==> config.mk <==
export PLATFORM = sky130hd
export DESIGN_NAME = six_button_pad_multiplexer
export DESIGN_NICKNAME = d
export VERILOG_FILES = /design/src/sv/sbpm_pkg.sv /design/src/sv/sbpm_pin_sel.sv /design/src/sv/six_button_pad_multiplexer.sv
export SDC_FILE = /design/constraint.sdc
export NUM_CORES = 1
export LEC_CHECK = 0
export ABC_AREA = 0
export CAP_MARGIN = 20
export CORE_AREA = 3 3 84 86
export CTS_CLUSTER_SIZE = 12
export DETAILED_ROUTE_END_ITERATION = 8
export DIE_AREA = 0 0 87 89
export DONT_BUFFER_PORTS = 1
export HOLD_SLACK_MARGIN = 0.1
export PLACE_DENSITY = 0.59
export SLEW_MARGIN = 10
export SYNTH_ARGS = -nofsm -noshare
export SYNTH_HDL_FRONTEND = slang
export SYNTH_SLANG_ARGS = --single-unit
export TNS_END_PERCENT = 20
==> constraint.sdc <==
create_clock -name clk -period 3.8 [get_ports clk]
set_input_delay 0.38 -clock clk [delete_from_list [all_inputs] [get_ports clk]]
set_output_delay 0.38 -clock clk [all_outputs]
set_load 0.01 [all_outputs]
==> src/sv/sbpm_pkg.sv <==
// shared types and constants for the six-button pad multiplexer
package sbpm_pkg;

  // item kinds
  typedef enum logic {
    OP_POLL = 1'b0,
    OP_TICK = 1'b1
  } op_t;

  // which set of lines goes onto the port
  typedef enum logic [1:0] {
    MAP_SEL_LO,
    MAP_SEL_HI,
    MAP_IDENTIFY,
    MAP_EXTRA
  } map_sel_t;

  localparam int unsigned BTN_W   = 12;
  localparam int unsigned PINS_W  = 6;
  localparam int unsigned PHASE_W = 3;
  localparam int unsigned CNT_W   = 8;

  typedef logic [BTN_W-1:0]   btn_t;
  typedef logic [PINS_W-1:0]  pins_t;
  typedef logic [PHASE_W-1:0] phase_t;
  typedef logic [CNT_W-1:0]   cnt_t;

  localparam cnt_t   IDLE_TIMEOUT_RESET = 8'd12;
  localparam cnt_t   IDLE_MAX           = 8'hFF;
  localparam phase_t PHASE_LAST         = 3'd7;
  localparam phase_t PHASE_IDENTIFY     = 3'd4;
  localparam phase_t PHASE_EXTRA        = 3'd5;

  // button bit positions
  localparam int unsigned BIT_UP    = 0;
  localparam int unsigned BIT_DOWN  = 1;
  localparam int unsigned BIT_LEFT  = 2;
  localparam int unsigned BIT_RIGHT = 3;
  localparam int unsigned BIT_A     = 4;
  localparam int unsigned BIT_B     = 5;
  localparam int unsigned BIT_C     = 6;
  localparam int unsigned BIT_START = 7;
  localparam int unsigned BIT_X     = 8;
  localparam int unsigned BIT_Y     = 9;
  localparam int unsigned BIT_Z     = 10;
  localparam int unsigned BIT_MODE  = 11;

  // pad state carried between words
  typedef struct packed {
    phase_t phase;
    logic   six_mode;
    logic   last_sel;
    cnt_t   idle_cnt;
  } pad_state_t;

endpackage

==> src/sv/sbpm_pin_sel.sv <==
// port line selection from mode, phase, select level and buttons
module sbpm_pin_sel (
  input  logic           six_mode,
  input  sbpm_pkg::phase_t phase,
  input  logic           sel,
  input  sbpm_pkg::btn_t buttons,
  output sbpm_pkg::pins_t pins
);

  sbpm_pkg::map_sel_t map_sel;
  sbpm_pkg::btn_t     rel;

  // lines are active low
  assign rel = ~buttons;

  always_comb begin
    if (!six_mode) begin
      map_sel = sel ? sbpm_pkg::MAP_SEL_HI : sbpm_pkg::MAP_SEL_LO;
    end else begin
      case (phase)
        sbpm_pkg::PHASE_IDENTIFY: map_sel = sbpm_pkg::MAP_IDENTIFY;
        sbpm_pkg::PHASE_EXTRA:    map_sel = sbpm_pkg::MAP_EXTRA;
        default:                  map_sel = phase[0] ? sbpm_pkg::MAP_SEL_HI
                                                     : sbpm_pkg::MAP_SEL_LO;
      endcase
    end
  end

  always_comb begin
    case (map_sel)
      sbpm_pkg::MAP_SEL_HI: begin
        pins = {rel[sbpm_pkg::BIT_C], rel[sbpm_pkg::BIT_B], rel[sbpm_pkg::BIT_RIGHT],
                rel[sbpm_pkg::BIT_LEFT], rel[sbpm_pkg::BIT_DOWN], rel[sbpm_pkg::BIT_UP]};
      end
      sbpm_pkg::MAP_IDENTIFY: begin
        pins = {rel[sbpm_pkg::BIT_START], rel[sbpm_pkg::BIT_A], 4'b0000};
      end
      sbpm_pkg::MAP_EXTRA: begin
        pins = {rel[sbpm_pkg::BIT_C], rel[sbpm_pkg::BIT_B], rel[sbpm_pkg::BIT_MODE],
                rel[sbpm_pkg::BIT_X], rel[sbpm_pkg::BIT_Y], rel[sbpm_pkg::BIT_Z]};
      end
      default: begin
        pins = {rel[sbpm_pkg::BIT_START], rel[sbpm_pkg::BIT_A], 2'b00,
                rel[sbpm_pkg::BIT_DOWN], rel[sbpm_pkg::BIT_UP]};
      end
    endcase
  end

endmodule

==> src/sv/six_button_pad_multiplexer.sv <==
// top level of the six-button pad multiplexer
//
//   channel | direction | handshake          | payload
//   in      | input     | in_valid/in_stall  | operation, select_level, buttons
//   out     | output    | out_valid/out_stall| pins, six_mode, phase_now
//   cfg     | input     | cfg_wr_en          | idle_timeout
//
// one word per cycle while out_stall does not hold the flow; a taken word passes
// through the input register, then the result register, with the state update between them
// reset clears phase, mode, idle count, sets last select high, timeout to 12
// a stalled result holds; one more word still fits in the input register
module six_button_pad_multiplexer (
  input  logic                   clk,
  input  logic                   rst_n,
  input  logic                   in_valid,
  output logic                   in_stall,
  input  logic                   in_operation,
  input  logic                   in_select_level,
  input  logic [11:0]            in_buttons,
  output logic                   out_valid,
  input  logic                   out_stall,
  output logic [5:0]             out_pins,
  output logic                   out_six_mode,
  output logic [2:0]             out_phase_now,
  input  logic                   cfg_wr_en,
  input  logic [7:0]             cfg_wr_data
);

  logic                 in_valid_r;
  sbpm_pkg::op_t        op_r;
  logic                 sel_r;
  sbpm_pkg::btn_t       btn_r;
  logic                 out_valid_r;
  sbpm_pkg::pins_t      pins_r;
  logic                 six_mode_r;
  sbpm_pkg::phase_t     phase_r;
  sbpm_pkg::cnt_t       timeout_r;
  sbpm_pkg::pad_state_t st_r;
  sbpm_pkg::pad_state_t st_nxt;
  sbpm_pkg::cnt_t       cnt_inc;
  sbpm_pkg::pins_t      pins_nxt;
  logic                 advance;
  logic                 in_take;

  assign advance  = !out_valid_r || !out_stall;
  assign in_stall = in_valid_r && !advance;
  assign in_take  = in_valid && !in_stall;

  // input register
  always_ff @(posedge clk) begin
    if (!rst_n) begin
      in_valid_r <= 1'b0;
    end else if (in_take) begin
      in_valid_r <= 1'b1;
    end else if (advance) begin
      in_valid_r <= 1'b0;
    end
  end

  always_ff @(posedge clk) begin
    if (in_take) begin
      op_r  <= sbpm_pkg::op_t'(in_operation);
      sel_r <= in_select_level;
      btn_r <= in_buttons;
    end
  end

  always_ff @(posedge clk) begin
    if (!rst_n) begin
      timeout_r <= sbpm_pkg::IDLE_TIMEOUT_RESET;
    end else if (cfg_wr_en) begin
      timeout_r <= cfg_wr_data;
    end
  end

  // saturating idle count
  assign cnt_inc = (st_r.idle_cnt == sbpm_pkg::IDLE_MAX) ? sbpm_pkg::IDLE_MAX
                                                         : st_r.idle_cnt + 8'd1;

  always_comb begin
    st_nxt = st_r;
    case (op_r)
      sbpm_pkg::OP_POLL: begin
        if (sel_r != st_r.last_sel) begin
          st_nxt.last_sel = sel_r;
          st_nxt.idle_cnt = '0;
          st_nxt.phase    = st_r.phase + 3'd1;
          if (st_r.phase == sbpm_pkg::PHASE_LAST) begin
            st_nxt.six_mode = 1'b1;
          end
        end
      end
      sbpm_pkg::OP_TICK: begin
        st_nxt.idle_cnt = cnt_inc;
        if (cnt_inc > timeout_r) begin
          st_nxt.phase    = '0;
          st_nxt.six_mode = 1'b0;
        end
      end
      default: st_nxt = st_r;
    endcase
  end

  sbpm_pin_sel u_pin_sel (
    .six_mode (st_nxt.six_mode),
    .phase    (st_nxt.phase),
    .sel      (sel_r),
    .buttons  (btn_r),
    .pins     (pins_nxt)
  );

  always_ff @(posedge clk) begin
    if (!rst_n) begin
      st_r.phase    <= '0;
      st_r.six_mode <= 1'b0;
      st_r.last_sel <= 1'b1;
      st_r.idle_cnt <= '0;
      out_valid_r   <= 1'b0;
    end else if (advance) begin
      out_valid_r <= in_valid_r;
      if (in_valid_r) begin
        st_r <= st_nxt;
      end
    end
  end

  always_ff @(posedge clk) begin
    if (advance && in_valid_r) begin
      pins_r     <= pins_nxt;
      six_mode_r <= st_nxt.six_mode;
      phase_r    <= st_nxt.phase;
    end
  end

  assign out_valid     = out_valid_r;
  assign out_pins      = pins_r;
  assign out_six_mode  = six_mode_r;
  assign out_phase_now = phase_r;

endmodule
==> run_results.csv <==
group,metric,value,unit
outcome,outcome,"finished, final reports clean",
timing,setup_viol,0,
final_layout,drive_above_1_share,0.0913,
floorplanning,core_area,6350,um^2
timing,rsz0062_at_grt,"false",
timing,slew_violations,0,
pwr,peakVddDrop,232,uV
route,wirelength,4.84,mm
timing,slew_headroom,0.600,
route,antenna_left,0,
route,drc,0,
synthesis,netlist.area_leader.share,0.288,
grt,overflow,0,
grt,grt_max_degree,26,
final_layout,finalNonFillerCells,318,
clock_network,cts.sinks,47,
placed_design,gp_routability_congestion,0.788,
timing,period_share,0.857,
clock_network,ctsResizeCount,0,
timing,final-hold-violation-count,0,
pwr,p_int,795,uW
placed_design,numPlacedInstances,309,
synthesis,synth.net_count,278,
final_layout,synthToLayoutAreaGrowth,6.80,%
pwr,power_density,390,nW/um^2
synthesis,ys_seq_area_frac,0.472,
worst_setup_path,critPathCaptureType,"flip-flop",
synthesis,synth_cell_types,51,
clock_network,cts-root-buf,"clkbuf_8",
synthesis,synth.area.top_cells,"edfxtp_1, dfxtp_1, ha_1, mux2i_1, o21ai_0",
worst_setup_path,critical_path.max_stage_delay,0.36,ns
final_layout,antenna_cells,0,
synthesis,async_flop_share,0,
route,viasPerCell,5.40,
floorplanning,die_w,87,um
grt,grt_usage,0.134,
synthesis,synthCells,240,
grt,grt_pass1_wl,8.11,mm
pwr,sequentialPowerShare,0.556,
route,drtIter0Drc,108,
timing,period_needed,3.26,ns
worst_setup_path,r2r_cells,12,
worst_setup_path,crit_fanout,9,
worst_setup_path,critPathRequiredTime,3.86,ns
timing,clock.fmax,0.307,GHz
worst_setup_path,slowest_stage,"dfxtp_1",
clock_network,clkLatencyLatePin,0.30,ns
synthesis,avgSynthCellArea,10.4,um^2
grt,grt_pass1_vias,1632,
worst_setup_path,cp.arrival,3.31,ns
final_layout,final_nets,278,
pwr,switching_power,247,uW
grt,antenna_found_initial,0,
route,drtPass1Iterations,4,
synthesis,synth_edf_count,24,
clock_network,cts_hold_buf,0,
floorplanning,rows,29,
pwr,p_clk_frac,0.365,
timing,fin_worst_skew,0.0106,ns
flow_run,maxCapViolations,0,
worst_setup_path,crit_chain,"ha_1, and3_1, and3_1, nand3_2, o21ai_0, a21o_1, ha_1, nand4_2, a21o_1, o311ai_1, nand4_2, o2bb2ai_1",
clock_network,post_cts_buffers,0,
clock_network,clk_path_buf_depth,2,
pwr,p_leak,0.00104,uW
clock_network,cts_tree,"built",
clock_network,cts_buffers,5,
clock_network,cts_max_level,2,
synthesis,synth-seq-cells,47,
floorplanning,io_pins,39,
pwr,p_comb_frac,0.079,
synthesis,syn_area,2500,um^2
worst_setup_path,crit_type,"reg2reg",
floorplanning,die_y,89,um
clock_network,clkSlewWorstSetupHoldPaths,0.10,ns
pwr,swShare,0.237,
route,wl_per_cell,15.2,um
min_path,hold_path.class,"in2reg",
placed_design,place.port_buffers,0,
synthesis,synth_common_cells,"edfxtp_1, dfxtp_1, nand2_1",
floorplanning,design.die.area,7740,um^2
placed_design,dp_hpwl,3.49,mm
synthesis,yosys.area.top_type,"edfxtp_1",
timing,tightestPinTransition,0.596,ns
synthesis,ys.flop_type,"edfxtp_1",
route,vias,1718,
synthesis,yosysMostFrequentCell,"edfxtp_1",
min_path,holdPathStages,1,
timing,setup_tns,0,ns
worst_setup_path,worstSetupStartpointType,"flip-flop",
floorplanning,initial_core_util,0.394,
synthesis,yosys_warnings,0,
==> metal layers <==
metal,share of wire,track usage,vias to the layer above
met1,0.47,0.186,801
met4,0.014,0.0425,0
met5,0,0,-
met3,0.060,0.0406,6
met2,0.45,0.202,36
li1,-,-,875
==> flip-flops by register name, indices dropped and copies added (netlist names) <==
name / count
st_r: 13
btn_r: 12
timeout_r: 8
out_pins: 6
out_phase_now: 3
in_valid_r: 1
op_r: 1
out_six_mode: 1
out_valid: 1
sel_r: 1
==> worst max-delay path, delay by kind of cell, from the launching register on <==
family / cells / cell delay, ns
and+or+nand+nor: 5 / 1.01
adders and majority gates: 2 / 0.57
DFF: 1 / 0.36
AOI/OAI and AO/OA: 5 / 1.08
==> metrics by stage <==
stage / worst slack (ns) / hold slack [ns] / power, uW / cell area [um^2] / util
finish: 0.543 / 0.148 / 1040 / 2670 / 0.421
global route: 0.229 / 0.132 / 1090 / 2670 / 0.421
CTS: 0.503 / 0.138 / 1060 / 2660 / 0.420
detailed placement: 0.522 / 0.467 / 674 / 2550 / 0.401
global placement: 0.480 / 0.466 / 673 / 2550 / 0.401
floorplan: 0.886 / 0.461 / 661 / 2500 / -
==> placed cells by master (no fill, tap or decap), drive strengths merged, types with 2 or more instances in the layout <==
| cell type | Yosys | layout |
|---|---|---|
| a21boi | 8 | 8 |
| a21o | 2 | 2 |
| a21oi | 10 | 10 |
| a22oi | 2 | 2 |
| a2bb2oi | 2 | 2 |
| and3 | 5 | 5 |
| clkbuf | 4 | 5 |
| dfxtp | 23 | 23 |
| edfxtp | 24 | 24 |
| ha | 11 | 11 |
| inv | 12 | 13 |
| mux2 | 2 | 2 |
| mux2i | 9 | 9 |
| nand2 | 20 | 20 |
| nand2b | 3 | 3 |
| nand3 | 12 | 12 |
| nand4 | 6 | 6 |
| nor2 | 15 | 15 |
| nor2b | 13 | 13 |
| nor3 | 7 | 7 |
| o211a | 3 | 3 |
| o211ai | 3 | 3 |
| o21a | 2 | 2 |
| o21ai | 19 | 19 |
| o2bb2ai | 2 | 2 |
| o311ai | 2 | 2 |
| or2 | 2 | 2 |
| xnor2 | 4 | 4 |
==> final cells by class <==
cell class / instances / area [um^2]
sequential: 47 / 1180
inverter: 12 / 45.0
fill: 613 / 3680
clock inverter: 3 / 47.5
multi-input combinational: 173 / 1220
tap: 77 / 96.3
timing repair buffer: 1 / 7.51
clock buffer: 5 / 68.8
==> logic make-up after synthesis <==
group / after synthesis / share of synthesized area
and+or+nand+nor: 87 / 0.188
AOI/OAI and AO/OA: 59 / 0.168
DFF: 47 / 0.472
buffers and inverters: 20 / 0.0380
muxes: 11 / 0.0465
adders and majority gates: 11 / 0.0550
xor gates and xnor gates: 5 / 0.0325
==> power by group through the flow <==
stage | clock [uW] | combinational [uW] | sequential (uW)
2_1_floorplan | 0 | 80.9 | 580
3_3_place_gp | 0 | 81.3 | 592
3_5_place_dp | 0 | 81.9 | 592
4_1_cts | 397 | 82.7 | 580
5_1_grt | 413 | 93.3 | 583
6_report | 380 | 82.3 | 580
==> final timing paths <==
path / startpoint / to / slack, ns
setup / recovery: st_r[0]$_SDFFE_PN0P_ / out_pins[0]$_DFFE_PP_ / 0.54
hold / removal: rst_n / st_r[8]$_SDFFE_PN1P_ / 0.15
setup reg to reg: st_r[0]$_SDFFE_PN0P_ / out_pins[0]$_DFFE_PP_ / 0.54
hold reg to reg: st_r[1]$_SDFFE_PN0P_ / st_r[1]$_SDFFE_PN0P_ / 0.50
(Power assumes the default switching activity.)
